===== src/rtl/cste_pkg.sv =====
`default_nettype none
// ----------------------------------------------------------------------------
// cste_pkg
// Shared types for the step tone extractor: input byte item and tone record.
// ----------------------------------------------------------------------------
package cste_pkg;

    localparam int unsigned BYTE_W  = 8;
    localparam int unsigned IQ_W    = 12;
    localparam int unsigned QUAL_W  = 4;
    localparam int unsigned SLOT_W  = 7;
    localparam int unsigned PCT_W   = 24;

    localparam logic [BYTE_W-1:0] TONE_MODE     = 8'd2;
    localparam logic [BYTE_W-1:0] TONE_MIN_DATA = 8'd5;

    typedef struct packed {
        logic [BYTE_W-1:0] data_byte;
        logic              blob_start;
        logic              subevent_start;
        logic [BYTE_W-1:0] blob_length;
    } t_in_item;

    typedef struct packed {
        logic [BYTE_W-1:0]      tone_channel;
        logic signed [IQ_W-1:0] tone_inphase;
        logic signed [IQ_W-1:0] tone_quadrature;
        logic [QUAL_W-1:0]      tone_quality;
        logic [SLOT_W-1:0]      tone_slot;
    } t_tone;

endpackage
`default_nettype wire


===== src/rtl/cste_parser.sv =====
`default_nettype none
// ----------------------------------------------------------------------------
// cste_parser
// Step header parser and tone capture; one byte per transfer.
// ----------------------------------------------------------------------------
module cste_parser #(
    parameter int unsigned MAX_TONES = 72
) (
    input  wire logic             i_clk,
    input  wire logic             i_rst_n,
    input  wire logic             i_fire,
    input  wire cste_pkg::t_in_item i_item,
    output logic                  o_tone_valid,
    output cste_pkg::t_tone       o_tone
);

    localparam logic [1:0] PH_MODE = 2'd0;
    localparam logic [1:0] PH_CHAN = 2'd1;
    localparam logic [1:0] PH_LEN  = 2'd2;
    localparam logic [1:0] PH_DATA = 2'd3;

    localparam int unsigned POS_W = 3;
    localparam logic [POS_W-1:0] POS_SAT = POS_W'(5);
    localparam logic [cste_pkg::SLOT_W-1:0] TONE_CAP = cste_pkg::SLOT_W'(MAX_TONES);

    logic [1:0]                      r_phase, n_phase;
    logic [cste_pkg::BYTE_W-1:0]     r_off, n_off;
    logic                            r_mode2, n_mode2;
    logic [cste_pkg::BYTE_W-1:0]     r_channel, n_channel;
    logic [cste_pkg::BYTE_W-1:0]     r_remain, n_remain;
    logic [POS_W-1:0]                r_pos, n_pos;
    logic                            r_cap, n_cap;
    logic                            r_aband, n_aband;
    logic [cste_pkg::PCT_W-1:0]      r_pct, n_pct;
    logic [cste_pkg::SLOT_W-1:0]     r_count, n_count;

    logic [1:0]                      eff_phase;
    logic [cste_pkg::BYTE_W-1:0]     eff_off;
    logic                            eff_cap;
    logic                            eff_aband;
    logic [cste_pkg::SLOT_W-1:0]     eff_count;
    logic [cste_pkg::BYTE_W-1:0]     b;
    logic [cste_pkg::BYTE_W-1:0]     len;
    logic [cste_pkg::BYTE_W-1:0]     rem_dec;
    logic                            emit;

    always_comb begin
        b         = i_item.data_byte;
        len       = i_item.blob_length;
        eff_phase = i_item.blob_start ? PH_MODE : r_phase;
        eff_off   = i_item.blob_start ? '0 : r_off;
        eff_cap   = i_item.blob_start ? 1'b0 : r_cap;
        eff_aband = i_item.blob_start ? 1'b0 : r_aband;
        eff_count = (i_item.blob_start && i_item.subevent_start) ? '0 : r_count;
        rem_dec   = (r_remain != '0) ? r_remain - 8'd1 : '0;

        n_phase   = eff_phase;
        n_off     = eff_off;
        n_mode2   = r_mode2;
        n_channel = r_channel;
        n_remain  = r_remain;
        n_pos     = r_pos;
        n_cap     = eff_cap;
        n_aband   = eff_aband;
        n_pct     = r_pct;
        n_count   = eff_count;
        emit      = 1'b0;

        if (!eff_aband) begin
            unique case (eff_phase)
                PH_MODE: begin
                    if ({1'b0, eff_off} + 9'd3 > {1'b0, len}) begin
                        n_aband = 1'b1;
                    end else begin
                        n_mode2 = (b == cste_pkg::TONE_MODE);
                        n_phase = PH_CHAN;
                    end
                end
                PH_CHAN: begin
                    n_channel = b;
                    n_phase   = PH_LEN;
                end
                PH_LEN: begin
                    if ({2'b0, eff_off} + 10'd1 + {2'b0, b} > {2'b0, len}) begin
                        n_aband = 1'b1;
                    end else begin
                        n_remain = b;
                        n_pos    = '0;
                        n_pct    = '0;
                        n_cap    = r_mode2 && (b >= cste_pkg::TONE_MIN_DATA);
                        n_phase  = (b != '0) ? PH_DATA : PH_MODE;
                    end
                end
                PH_DATA: begin
                    if (eff_cap) begin
                        case (r_pos)
                            POS_W'(1): n_pct[7:0]   = b;
                            POS_W'(2): n_pct[15:8]  = b;
                            POS_W'(3): n_pct[23:16] = b;
                            POS_W'(4): begin
                                if (eff_count < TONE_CAP) begin
                                    emit    = 1'b1;
                                    n_count = eff_count + 7'd1;
                                end
                            end
                            default: ;
                        endcase
                    end
                    if (r_pos < POS_SAT) begin
                        n_pos = r_pos + 3'd1;
                    end
                    n_remain = rem_dec;
                    if (rem_dec == '0) begin
                        n_phase = PH_MODE;
                    end
                end
                default: ;
            endcase
            if (!n_aband && eff_off != 8'hff) begin
                n_off = eff_off + 8'd1;
            end
        end
    end

    always_comb begin
        o_tone_valid           = i_fire && emit;
        o_tone.tone_channel    = r_channel;
        o_tone.tone_inphase    = $signed(r_pct[11:0]);
        o_tone.tone_quadrature = $signed(r_pct[23:12]);
        o_tone.tone_quality    = b[3:0];
        o_tone.tone_slot       = eff_count;
    end

    always_ff @(posedge i_clk) begin
        if (!i_rst_n) begin
            r_phase   <= PH_MODE;
            r_off     <= '0;
            r_mode2   <= 1'b0;
            r_channel <= '0;
            r_remain  <= '0;
            r_pos     <= '0;
            r_cap     <= 1'b0;
            r_aband   <= 1'b0;
            r_pct     <= '0;
            r_count   <= '0;
        end else if (i_fire) begin
            r_phase   <= n_phase;
            r_off     <= n_off;
            r_mode2   <= n_mode2;
            r_channel <= n_channel;
            r_remain  <= n_remain;
            r_pos     <= n_pos;
            r_cap     <= n_cap;
            r_aband   <= n_aband;
            r_pct     <= n_pct;
            r_count   <= n_count;
        end
    end

endmodule
`default_nettype wire


===== src/rtl/cste_out_buf.sv =====
`default_nettype none
// ----------------------------------------------------------------------------
// cste_out_buf
// Result register with skid stage for tone records.
// ----------------------------------------------------------------------------
module cste_out_buf (
    input  wire logic            i_clk,
    input  wire logic            i_rst_n,
    input  wire logic            i_push,
    input  wire cste_pkg::t_tone i_tone,
    output logic                 o_space,
    output logic                 o_out_valid,
    input  wire logic            i_out_ready,
    output cste_pkg::t_tone      o_out_item
);

    logic            r_main_v, r_skid_v;
    cste_pkg::t_tone r_main, r_skid;
    logic            pop;
    logic            main_v_after;

    assign pop          = r_main_v && i_out_ready;
    assign main_v_after = pop ? r_skid_v : r_main_v;
    assign o_space      = !r_skid_v;
    assign o_out_valid  = r_main_v;
    assign o_out_item   = r_main;

    always_ff @(posedge i_clk) begin
        if (!i_rst_n) begin
            r_main_v <= 1'b0;
            r_skid_v <= 1'b0;
        end else begin
            r_main_v <= main_v_after || i_push;
            r_skid_v <= (r_skid_v && !pop) || (i_push && main_v_after);
        end
    end

    always_ff @(posedge i_clk) begin
        if (i_push && !main_v_after) begin
            r_main <= i_tone;
        end else if (pop) begin
            r_main <= r_skid;
        end
        if (i_push && main_v_after) begin
            r_skid <= i_tone;
        end
    end

endmodule
`default_nettype wire


===== src/rtl/cs_step_tone_extractor_core.sv =====
`default_nettype none
// ----------------------------------------------------------------------------
// cs_step_tone_extractor_core
// Channel-sounding step data parser that emits one record per captured tone.
// ----------------------------------------------------------------------------
// Takes one blob byte per cycle and keeps taking bytes while a tone record
// waits at the output: a result register plus a skid stage absorb one extra
// record, so input ready drops only when both hold a record. A tone is pushed
// on the transfer of data byte 4 (the fifth byte of data, counting from 0) of
// a mode-2 step and appears at the output the next cycle when the result
// register is free, later when it waits behind an earlier record; the header
// parse and tone capture are combinational logic.
// ----------------------------------------------------------------------------
module cs_step_tone_extractor_core #(
    parameter int unsigned MAX_TONES = 72
) (
    input  wire logic               i_clk,
    input  wire logic               i_rst_n,
    input  wire logic               i_in_valid,
    output logic                    o_in_ready,
    input  wire cste_pkg::t_in_item i_in_item,
    output logic                    o_out_valid,
    input  wire logic               i_out_ready,
    output cste_pkg::t_tone         o_out_item
);

    logic            fire;
    logic            tone_valid;
    cste_pkg::t_tone tone;
    logic            space;

    assign o_in_ready = space;
    assign fire       = i_in_valid && space;

    cste_parser #(
        .MAX_TONES(MAX_TONES)
    ) u_parser (
        .i_clk        (i_clk),
        .i_rst_n      (i_rst_n),
        .i_fire       (fire),
        .i_item       (i_in_item),
        .o_tone_valid (tone_valid),
        .o_tone       (tone)
    );

    cste_out_buf u_out_buf (
        .i_clk       (i_clk),
        .i_rst_n     (i_rst_n),
        .i_push      (tone_valid),
        .i_tone      (tone),
        .o_space     (space),
        .o_out_valid (o_out_valid),
        .i_out_ready (i_out_ready),
        .o_out_item  (o_out_item)
    );

endmodule
`default_nettype wire


===== config.mk =====
export PLATFORM = sky130hd
export DESIGN_NAME = cs_step_tone_extractor_core
export DESIGN_NICKNAME = d
export VERILOG_FILES = /design/src/rtl/cste_pkg.sv /design/src/rtl/cste_parser.sv /design/src/rtl/cste_out_buf.sv /design/src/rtl/cs_step_tone_extractor_core.sv
export SDC_FILE = /design/constraint.sdc
export NUM_CORES = 1
export LEC_CHECK = 0
export BUFFER_PORTS_ARGS = -buffer_cell sky130_fd_sc_hd__buf_2
export CAP_MARGIN = 20
export CORE_MARGIN = 3
export CORE_UTILIZATION = 45
export DETAILED_ROUTE_END_ITERATION = 10
export PLACE_DENSITY = 0.66
export SETUP_SLACK_MARGIN = 0.02
export SYNTH_ARGS = -nofsm -noshare
export SYNTH_HDL_FRONTEND = slang
export SYNTH_SLANG_ARGS = --single-unit

===== constraint.sdc =====
create_clock -name i_clk -period 4.9 [get_ports i_clk]
set_clock_uncertainty 0.05 [all_clocks]
set_input_delay 0.735 -clock i_clk [delete_from_list [all_inputs] [get_ports i_clk]]
set_output_delay 0.735 -clock i_clk [all_outputs]
set_load 0.005 [all_outputs]

==> reports/results.txt, run 1 <==
Outcome: finished, final reports clean
Antenna viol nets, final: 0
I/O pins: 67
H-tree depth: 4
Non-filler instance count after layout: 973
Synthesis-to-finish area growth: 15.23%
Yosys reg bits: 151
Mapped Area: 7363 um^2
Highest clock rate: 217.8 MHz
DP HPWL: 11,120 um
Filler cells: 1,408
Slew @ Worst Pin: 0.7395 ns
First-pass GRT wire length: 26,170 um
Vias: 5,304
Drt total wl: 15,950 um
Worst path cell trace: buf_4 > or2b_1 > ha_1 > ha_1 > a21oi_1 > nor2_1 > o21ai_1 > nand2_1 > a21oi_1 > xnor2_1 > ha_1 > a211oi_1 > o21ai_0 > o221a_2 > a211oi_4 > buf_4 > o211ai_4 > or3_1 > o31ai_1
Design area: 8484 um^2
Worst setup SP type: flop
Pleak: 0.003318 uW
Worst path slowest cell: or3_1
RD Place Congestion: 0.8900
Crit path capture type: flop
Max VDD drop: 0.2408 mV
Setup TNS: 0 ns
Top post-synthesis cells by area: edfxtp_1, dfxtp_1, mux2_2, ha_1, mux2i_1
FF+latch area: 3885 um^2
Ys flop type: edfxtp_1
Data arrival, critical path: 4.85 ns
Die Ht: 133.9 um
CP top delay family: compound AO/OA/AOI/OAI gates
Vias in the first global route: 5,155
DRC violations left: 0
TritonRoute pass-1 iters: 5
Post-DR wirelength/cell: 16.39 um
CP dominant cell by count: ha_1
Syn. warnings: 0
Post-synth cell types: 61
Tot GR Track Use: 18.39%
Syn_nets: 733
Max_cap viols: 0
RSZ-0062 raised after global routing: no
Reg2reg end: u_parser.r_off[3]
Clock Pin Slew Worst Setup and Hold Paths: 0.06 ns
Final nets: 798
Clock share of power: 44.6%
Critical path peak fanout: 10
R2R setup slack: 0.31 ns
Dpl cells: 941
Synth top area share: 35.07%
# setup viols final: 0
Fin crit period: 4.592 ns
Endpoints failing hold: 0
Post-synthesis cell count: 679
Comb power frac: 6.0%
Clk sink count: 151
Biggest cell delay along the critical path: 0.36 ns
Clock Tree Buf Depth: 2
Placed cell area: 7925 um^2
Worst reg-to-reg path cell count: 19
PostCTS Resize Cnt: 0
CTS tree: done
Total power: 2715 uW
Gr ovfl total: 0
Starting density of the core: 46.19%
Post CTS Setup Buffer Count: 0
Fin crit share: 93.70%
Cell Rows: 46
Net Switching: 622.3 uW
Synthesized area per cell: 10.84 um^2
Initial drt markers: 379
Hold Path Origin: u_parser.r_channel[0]
CTS Buf Count: 17
Relative slew slack: 50.70%
Initial antenna violation count: 0
Final Max Slew Viols: 0
Synth area leader: edfxtp_1
Critical path required time: 5.16 ns
Hold Buf Count CTS: 0
Worst Hold Path EP: u_out_buf.r_skid[35]
Clock Latency Late Sink: 0.42 ns
Worst setup startpoint: u_parser.r_off[0]
Input/output buffers: 66
Core area: 15,940 um^2
Sequential share of power: 49.3%
CTS root buffer: clkbuf_16
Die ar.: 17,930 um^2
Int Pwr: 2093 uW
Worst Path Buf+Inv: 2
Multi-input gate area: 3248 um^2
Sw Ratio: 22.92%
Hold depth: 0
HP Class: flop to flop
Sequential element share of the synthesized area: 52.74%
Critical path type: flop to flop
Die width: 133.9 um
Via density: 5.451
Share of cells above drive strength 1: 22.32%
Asr flop ratio synth: 0%
Antenna fix cells: 0
Largest net degree at the start of global routing: 53
Power Dens Cells: 320.0 nW/um^2
Number of enable flip-flop cells after synthesis: 86
Worst r2r src: u_parser.r_off[0]
## kinds of logic (layout without fill, tap and decap cells)
logic type,count (synthesis),in the layout,share of synthesized area (%)
AOI/OAI and AO/OA,131,131,11.64
xor gates and xnor gates,18,18,2.141
adders and majority gates,32,32,5.539
buffers and inverters,60,138,3.466
DFF,151,151,52.74
muxes,72,72,10.48
and+or+nand+nor,215,215,13.99
## power groups by stage
stage	Clock (uW)	Combinational [uW]	Sequential [uW]
global placement	0	154	1370
global route	1290	184	1340
CTS	1240	163	1340
finish	1210	164	1340
floorplan	0	114	1360
detailed placement	0	161	1370
## sequential cells by signal, indices dropped and copies added, names as in the netlist
register	count
u_parser.r_remain	8
u_parser.r_off	8
u_out_buf.r_skid_v	1
u_parser.r_pos	3
u_out_buf.r_skid	43
u_parser.r_cap	1
u_parser.r_count	7
u_parser.r_channel	8
u_out_buf.o_out_item	43
u_parser.r_aband	1
u_parser.r_phase	2
u_parser.r_mode2	1
u_out_buf.o_out_valid	1
u_parser.r_pct	24
## how the worst max path moves through the flow
stage                            to  slack (ns)  depth (start not counted)
2_1_floorplan  u_parser.r_remain[0]        0.12                         21
3_3_place_gp      u_parser.r_off[5]        0.15                         19
3_5_place_dp      u_parser.r_off[3]       -0.10                         19
4_1_cts           u_parser.r_off[3]        0.08                         20
5_1_grt           u_parser.r_off[3]        0.03                         19
6_report          u_parser.r_off[3]        0.31                         19
## metrics by stage
step / util (%) / setup WS [ns] / hold slack (ns)
floorplan: - / 0.1161 / 0.3760
global placement: 49.71 / 0.1545 / 0.3914
detailed placement: 49.71 / -0.1002 / 0.3958
CTS: 53.19 / 0.07806 / 0.4150
global route: 53.22 / 0.03011 / 0.4278
finish: 53.22 / 0.3085 / 0.4088
## synth_stat cells, drive strengths merged (9+ instances only)
| library cell | n |
|---|---|
| inv | 27 |
| nand3 | 17 |
| edfxtp | 86 |
| nand4 | 11 |
| clkbuf | 24 |
| o211ai | 9 |
| mux2i | 31 |
| mux2 | 41 |
| and2 | 17 |
| o21ai | 41 |
| nor2 | 73 |
| a21oi | 37 |
| nand2 | 56 |
| ha | 31 |
| dfxtp | 65 |
| nor3 | 9 |
| xnor2 | 10 |
## placed cells by master, fill, tap and decap left out, drive strengths merged, types with 18 or more instances in the layout
cell type  synthesis  routed
a21oi             37      37
edfxtp            86      86
clkbuf            24      18
inv               27      30
nor2              73      73
nand2             56      56
ha                31      31
buf                8      78
mux2              41      41
dfxtp             65      65
mux2i             31      31
o21ai             41      41
## cell type report
type | count | area share (%)
Sequential cell | 151 | 45.79
Clock inverter | 14 | 1.489
Timing Repair Buffer | 78 | 4.955
Tap cell | 216 | 3.185
Inverter | 28 | 1.239
Multi-Input combinational cell | 468 | 38.28
Clock buffer | 18 | 5.058
## layer usage
metal,wire length [um],global-route usage [%]
met5,0,0
met4,257,6.743
met1,7504,25.11
met3,845,3.901
met2,7339,29.06
(Power assumes the default switching activity.)
==> run 2, diff against run 1 <==
--- a/config.mk
+++ b/config.mk
@@ -10,7 +10,7 @@
 export CORE_MARGIN = 3
 export CORE_UTILIZATION = 45
 export DETAILED_ROUTE_END_ITERATION = 10
-export PLACE_DENSITY = 0.66
+export MAX_ROUTING_LAYER = met4
 export SETUP_SLACK_MARGIN = 0.02
 export SYNTH_ARGS = -nofsm -noshare
 export SYNTH_HDL_FRONTEND = slang
==> constraint.sdc (replaced) <==
create_clock -name i_clk -period 5.4 [get_ports i_clk]
set_clock_uncertainty 0.05 [all_clocks]
set_input_delay 0.81 -clock i_clk [delete_from_list [all_inputs] [get_ports i_clk]]
set_output_delay 0.81 -clock i_clk [all_outputs]
set_load 0.005 [all_outputs]
==> reports/results.txt, run 2 (synthesis gave the netlist of run 1 again) <==
Max VDD drop: 0.2154 mV
Via density: 5.408
Hold Buf Count CTS: 0
Drt total wl: 15,970 um
Data arrival, critical path: 5.04 ns
I/O pins: 67
HP Class: flop to flop
Core area: 15,940 um^2
Placed cell area: 7910 um^2
Final Max Slew Viols: 0
Crit path capture type: flop
Net Switching: 600.5 uW
Worst setup SP type: primary input
Largest net degree at the start of global routing: 46
Endpoints failing hold: 0
Clock Latency Late Sink: 0.42 ns
Worst r2r src: u_parser.r_off[2]
Share of cells above drive strength 1: 22.46%
CTS root buffer: clkbuf_16
Final nets: 798
Worst Path Buf+Inv: 1
Worst path slowest cell: a211oi_4
PostCTS Resize Cnt: 0
Die width: 133.9 um
Synthesis-to-finish area growth: 16.30%
Clock Tree Buf Depth: 2
Design area: 8563 um^2
H-tree depth: 4
Max_cap viols: 0
Vias: 5,262
CTS tree: done
Clk sink count: 151
Critical path peak fanout: 10
Sw Ratio: 23.42%
Clock share of power: 46.8%
RD Place Congestion: 0.8946
TritonRoute pass-1 iters: 5
Hold Path Origin: u_parser.r_pct[12]
Biggest cell delay along the critical path: 0.56 ns
Slew @ Worst Pin: 0.6960 ns
CP dominant cell by count: ha_1
Tot GR Track Use: 19.10%
Outcome: finished, final reports clean
Post CTS Setup Buffer Count: 0
Comb power frac: 5.8%
Die Ht: 133.9 um
Clock Pin Slew Worst Setup and Hold Paths: 0.07 ns
Fin crit share: 88.10%
Int Pwr: 1963 uW
Initial drt markers: 416
Vias in the first global route: 5,187
Relative slew slack: 53.46%
Power Dens Cells: 299.4 nW/um^2
CTS Buf Count: 17
Commonest cells after routing, fill and taps aside: edfxtp_1, nor2_1, buf_2, dfxtp_1, nand2_1
Worst path cell trace: buf_2 > or2b_1 > ha_1 > ha_1 > a21oi_1 > nor2_1 > o21ai_0 > nand2_1 > a21oi_1 > xnor2_1 > ha_1 > a211oi_1 > o21ai_0 > o221a_2 > a211oi_4 > o211ai_4 > or3_1 > o31ai_1
Critical path type: primary input to flop
Pleak: 0.003360 uW
Commonest non-fill, non-tap cell in the layout: edfxtp_1
First-pass GRT wire length: 26,490 um
Die ar.: 17,930 um^2
Cell Rows: 46
RSZ-0062 raised after global routing: no
Input/output buffers: 66
Fin crit period: 4.758 ns
DP HPWL: 11,110 um
Sequential share of power: 47.4%
Setup TNS: 0 ns
Initial antenna violation count: 0
CP top delay family: compound AO/OA/AOI/OAI gates
Antenna fix cells: 0
Critical path required time: 5.68 ns
Worst setup startpoint: i_in_item[9]
Post-DR wirelength/cell: 16.41 um
Antenna viol nets, final: 0
Gr ovfl total: 0
# setup viols final: 0
Highest clock rate: 210.2 MHz
DRC violations left: 0
Starting density of the core: 46.19%
==> run 2: layout make-up <==
type / instances / area (um^2)
fill: 1414 / 7380
multi-input combinational: 468 / 3246
inverter: 28 / 105.1
clock inverter: 15 / 180.2
timing repair buffer: 78 / 452.9
tap: 216 / 270.3
sequential: 151 / 3884
clock buffer: 17 / 425.4
==> run 2: metal layers <==
metal / global-route usage, % / vias to the layer above / share of wire, % / routed length [um]
li1: - / 2602 / - / -
met1: 25.58 / 2511 / 48 / 7705
met2: 29.34 / 129 / 46 / 7382
met3: 4.051 / 20 / 4.2 / 672
met4: 5.943 / 0 / 1.3 / 210
met5: - / - / 0 / 0
==> run 2: metrics by stage <==
step | setup slack, ns | std cells | utilization [%] | total power [uW] | hold slack, ns
after detailed placement | 0.2409 | 939 | 49.62 | 1384 | 0.3955
after CTS | 0.6600 | 971 | 53.41 | 2589 | 0.4110
final | 0.6423 | 973 | 53.71 | 2564 | 0.4065
after global placement | 0.3539 | 939 | 49.62 | 1380 | 0.3937
after floorplan | 0.1348 | 679 | - | 1339 | 0.3760
after global routing | 0.2608 | 973 | 53.71 | 2658 | 0.4235
==> run 2: worst register-to-register path, stage by stage, from the launching register on <==
cell      delay (ns)
dfxtp_1         0.56
nand3_1         0.15
xor2_1          0.16
nor2_1          0.24
ha_1            0.36
a21oi_2         0.18
nand2_1         0.07
o21ai_0         0.28
nand2_1         0.09
a21oi_1         0.17
xnor2_1         0.15
ha_1            0.27
a211oi_1        0.20
o21ai_0         0.11
o221a_2         0.30
a211oi_4        0.56
o211ai_4        0.20
or3_1           0.38
o31ai_1         0.20
==> run 2: power groups by stage <==
stage | Combinational, uW | Clock [uW] | Sequential [uW]
global placement | 141 | 0 | 1240
CTS | 145 | 1230 | 1210
global route | 166 | 1280 | 1210
floorplan | 103 | 0 | 1240
finish | 149 | 1200 | 1210
detailed placement | 145 | 0 | 1240
==> run 2: worst paths after layout <==
| path | to | slack, ns | depth (start not counted) |
|---|---|---|---|
| worst max-delay path | u_parser.r_off[5] | 0.64 | 18 |
| worst max register to register | u_parser.r_off[5] | 0.65 | 18 |
| worst min register to register | u_out_buf.r_skid[11] | 0.41 | 0 |
| worst min-delay path | u_out_buf.r_skid[11] | 0.41 | 0 |
==> run 3, diff against run 2 <==
--- a/config.mk
+++ b/config.mk
@@ -11,6 +11,7 @@
 export CORE_UTILIZATION = 45
 export DETAILED_ROUTE_END_ITERATION = 10
 export MAX_ROUTING_LAYER = met4
+export RECOVER_POWER = 50
 export SETUP_SLACK_MARGIN = 0.02
 export SYNTH_ARGS = -nofsm -noshare
 export SYNTH_HDL_FRONTEND = slang
==> reports/results.txt, run 3 (synthesis gave the netlist of run 1 again) <==
Die Ht: 133.9 um
Synthesis-to-finish area growth: 15.53%
Max_cap viols: 0
Worst Hold Path EP: u_out_buf.r_skid[11]
Initial drt markers: 434
Worst path cell trace: clkbuf_1 > clkbuf_1 > nor3b_1 > nand2_1 > xor2_1 > nor2_1 > ha_1 > xnor2_1 > ha_1 > a211oi_1 > o21ai_0 > o221a_2 > a211oi_4 > o211ai_4 > or3_1 > o31ai_1
Setup slack after layout: 0.5480 ns
Pleak: 0.003287 uW
Critical path required time: 5.68 ns
Via density: 5.409
Clock Tree Buf Depth: 2
Biggest cell delay along the critical path: 0.75 ns
Worst path slowest cell: clkbuf_1
First-pass GRT wire length: 26,490 um
CP top delay family: compound AO/OA/AOI/OAI gates
Comb power frac: 5.8%
Hold depth: 0
Clk sink count: 151
Critical path peak fanout: 19
Clock share of power: 46.9%
Critical path type: primary input to flop
H-tree depth: 4
Net Switching: 601.2 uW
TritonRoute pass-1 iters: 6
Place WS: 0.2409 ns
Worst setup SP type: primary input
Final Max Slew Viols: 0
Sequential share of power: 47.4%
I/O pins: 67
Gr ovfl total: 0
Share of cells above drive strength 1: 18.76%
DRC violations left: 0
Post-DR wirelength/cell: 16.47 um
Global routing's busiest layer: met2
CP Depth: 16
Clock Pin Slew Worst Setup and Hold Paths: 0.07 ns
Core area: 15,940 um^2
Fin crit period: 4.852 ns
Sw Ratio: 23.46%
Starting density of the core: 46.19%
Crit path capture type: flop
# setup viols final: 0
Largest net degree at the start of global routing: 46
CTS root buffer: clkbuf_16
Data arrival, critical path: 5.13 ns
Met2 usage: 29.34%
CTS tree: done
Worst r2r src: u_parser.r_off[2]
Max VDD drop: 0.2152 mV
Final nets: 798
Outcome: finished, final reports clean
Int Pwr: 1962 uW
R2R setup slack: 0.66 ns
Vias in the first global route: 5,187
Drt total wl: 16,020 um
Vias: 5,263
Antenna fix cells: 0
Met3 usage: 4.051%
Relative slew slack: 34.03%
Highest clock rate: 206.1 MHz
Commonest cells after routing, fill and taps aside: edfxtp_1, nor2_1, dfxtp_1, nand2_1
Fin crit share: 89.85%
RD Place Congestion: 0.8946
PostCTS Resize Cnt: 0
Endpoints failing hold: 0
HP Class: flop to flop
Reg2reg end: u_parser.r_off[5]
DP HPWL: 11,110 um
CTS Buf Count: 17
Setup TNS: 0 ns
Filler cells: 1,434
Antenna viol nets, final: 0
Hold Path Origin: u_parser.r_pct[12]
Die width: 133.9 um
Post CTS Setup Buffer Count: 0
Slew @ Worst Pin: 0.9896 ns
Input/output buffers: 66
RSZ-0062 raised after global routing: no
Worst reg-to-reg path cell count: 18
Die ar.: 17,930 um^2
Initial antenna violation count: 0
Grt met1 use: 25.58%
Hold Buf Count CTS: 0
Power Dens Cells: 301.3 nW/um^2
Cell Rows: 46
Commonest non-fill, non-tap cell in the layout: edfxtp_1
Tot GR Track Use: 19.10%
Clock Latency Late Sink: 0.42 ns
Worst Path Buf+Inv: 2
==> run 3: worst max-delay path by stage <==
stage,slack [ns],from,to
2_1_floorplan,0.13,i_in_item[9],u_out_buf.o_out_item[0]
3_3_place_gp,0.35,i_in_item[9],u_parser.r_off[3]
3_5_place_dp,0.24,i_in_item[9],u_parser.r_remain[0]
4_1_cts,0.66,u_parser.r_off[2],u_parser.r_off[5]
5_1_grt,0.16,i_in_item[9],u_parser.r_off[3]
6_report,0.55,i_in_item[9],u_parser.r_off[5]
==> run 3: power by group through the flow <==
stage	registers, uW	clock network, uW	logic (uW)
3_3_place_gp	1240	0	141
4_1_cts	1210	1230	145
2_1_floorplan	1240	0	103
5_1_grt	1210	1280	165
6_report	1210	1200	148
3_5_place_dp	1240	0	145
==> run 3: per-layer routing <==
| layer | vias to the layer above | wire, um |
|---|---|---|
| met5 | - | 0 |
| met1 | 2512 | 7727 |
| li1 | 2603 | - |
| met2 | 128 | 7374 |
| met4 | 0 | 206 |
| met3 | 20 | 714 |
==> run 3: stage by stage <==
stage	hold slack, ns	power [uW]	utilization [%]	area, um^2	cells
floorplan	0.3760	1339	-	7363	679
global placement	0.3937	1380	49.62	7910	939
detailed placement	0.3955	1384	49.62	7910	939
CTS	0.4110	2589	53.41	8516	971
global route	0.4235	2657	53.36	8507	973
finish	0.4084	2563	53.36	8507	973
==> run 3: layout make-up <==
| type | count | area (um^2) | share of cell area [%] |
|---|---|---|---|
| multi-input cells | 468 | 3243 | 38.12 |
| clock buffers | 17 | 425.4 | 5.001 |
| inverters | 28 | 105.1 | 1.235 |
| flip-flops and latches | 151 | 3884 | 45.65 |
| well taps | 216 | 270.3 | 3.177 |
| clock inverters | 15 | 180.2 | 2.118 |
| repair buffers | 78 | 399.1 | 4.692 |
==> run 3: worst reg2reg max path, cell delays in order, from the launching register on <==
cell and delay, ns:
dfxtp_1 0.55, nand3_1 0.15, xor2_1 0.16, nor2_1 0.24
ha_1 0.36, a21oi_2 0.18, nand2_1 0.07, o21ai_0 0.28
nand2_1 0.09, a21oi_1 0.17, xnor2_1 0.15, ha_1 0.27
a211oi_1 0.20, o21ai_0 0.11, o221a_2 0.30, a211oi_4 0.56
o211ai_4 0.20, or3_1 0.37, o31ai_1 0.20
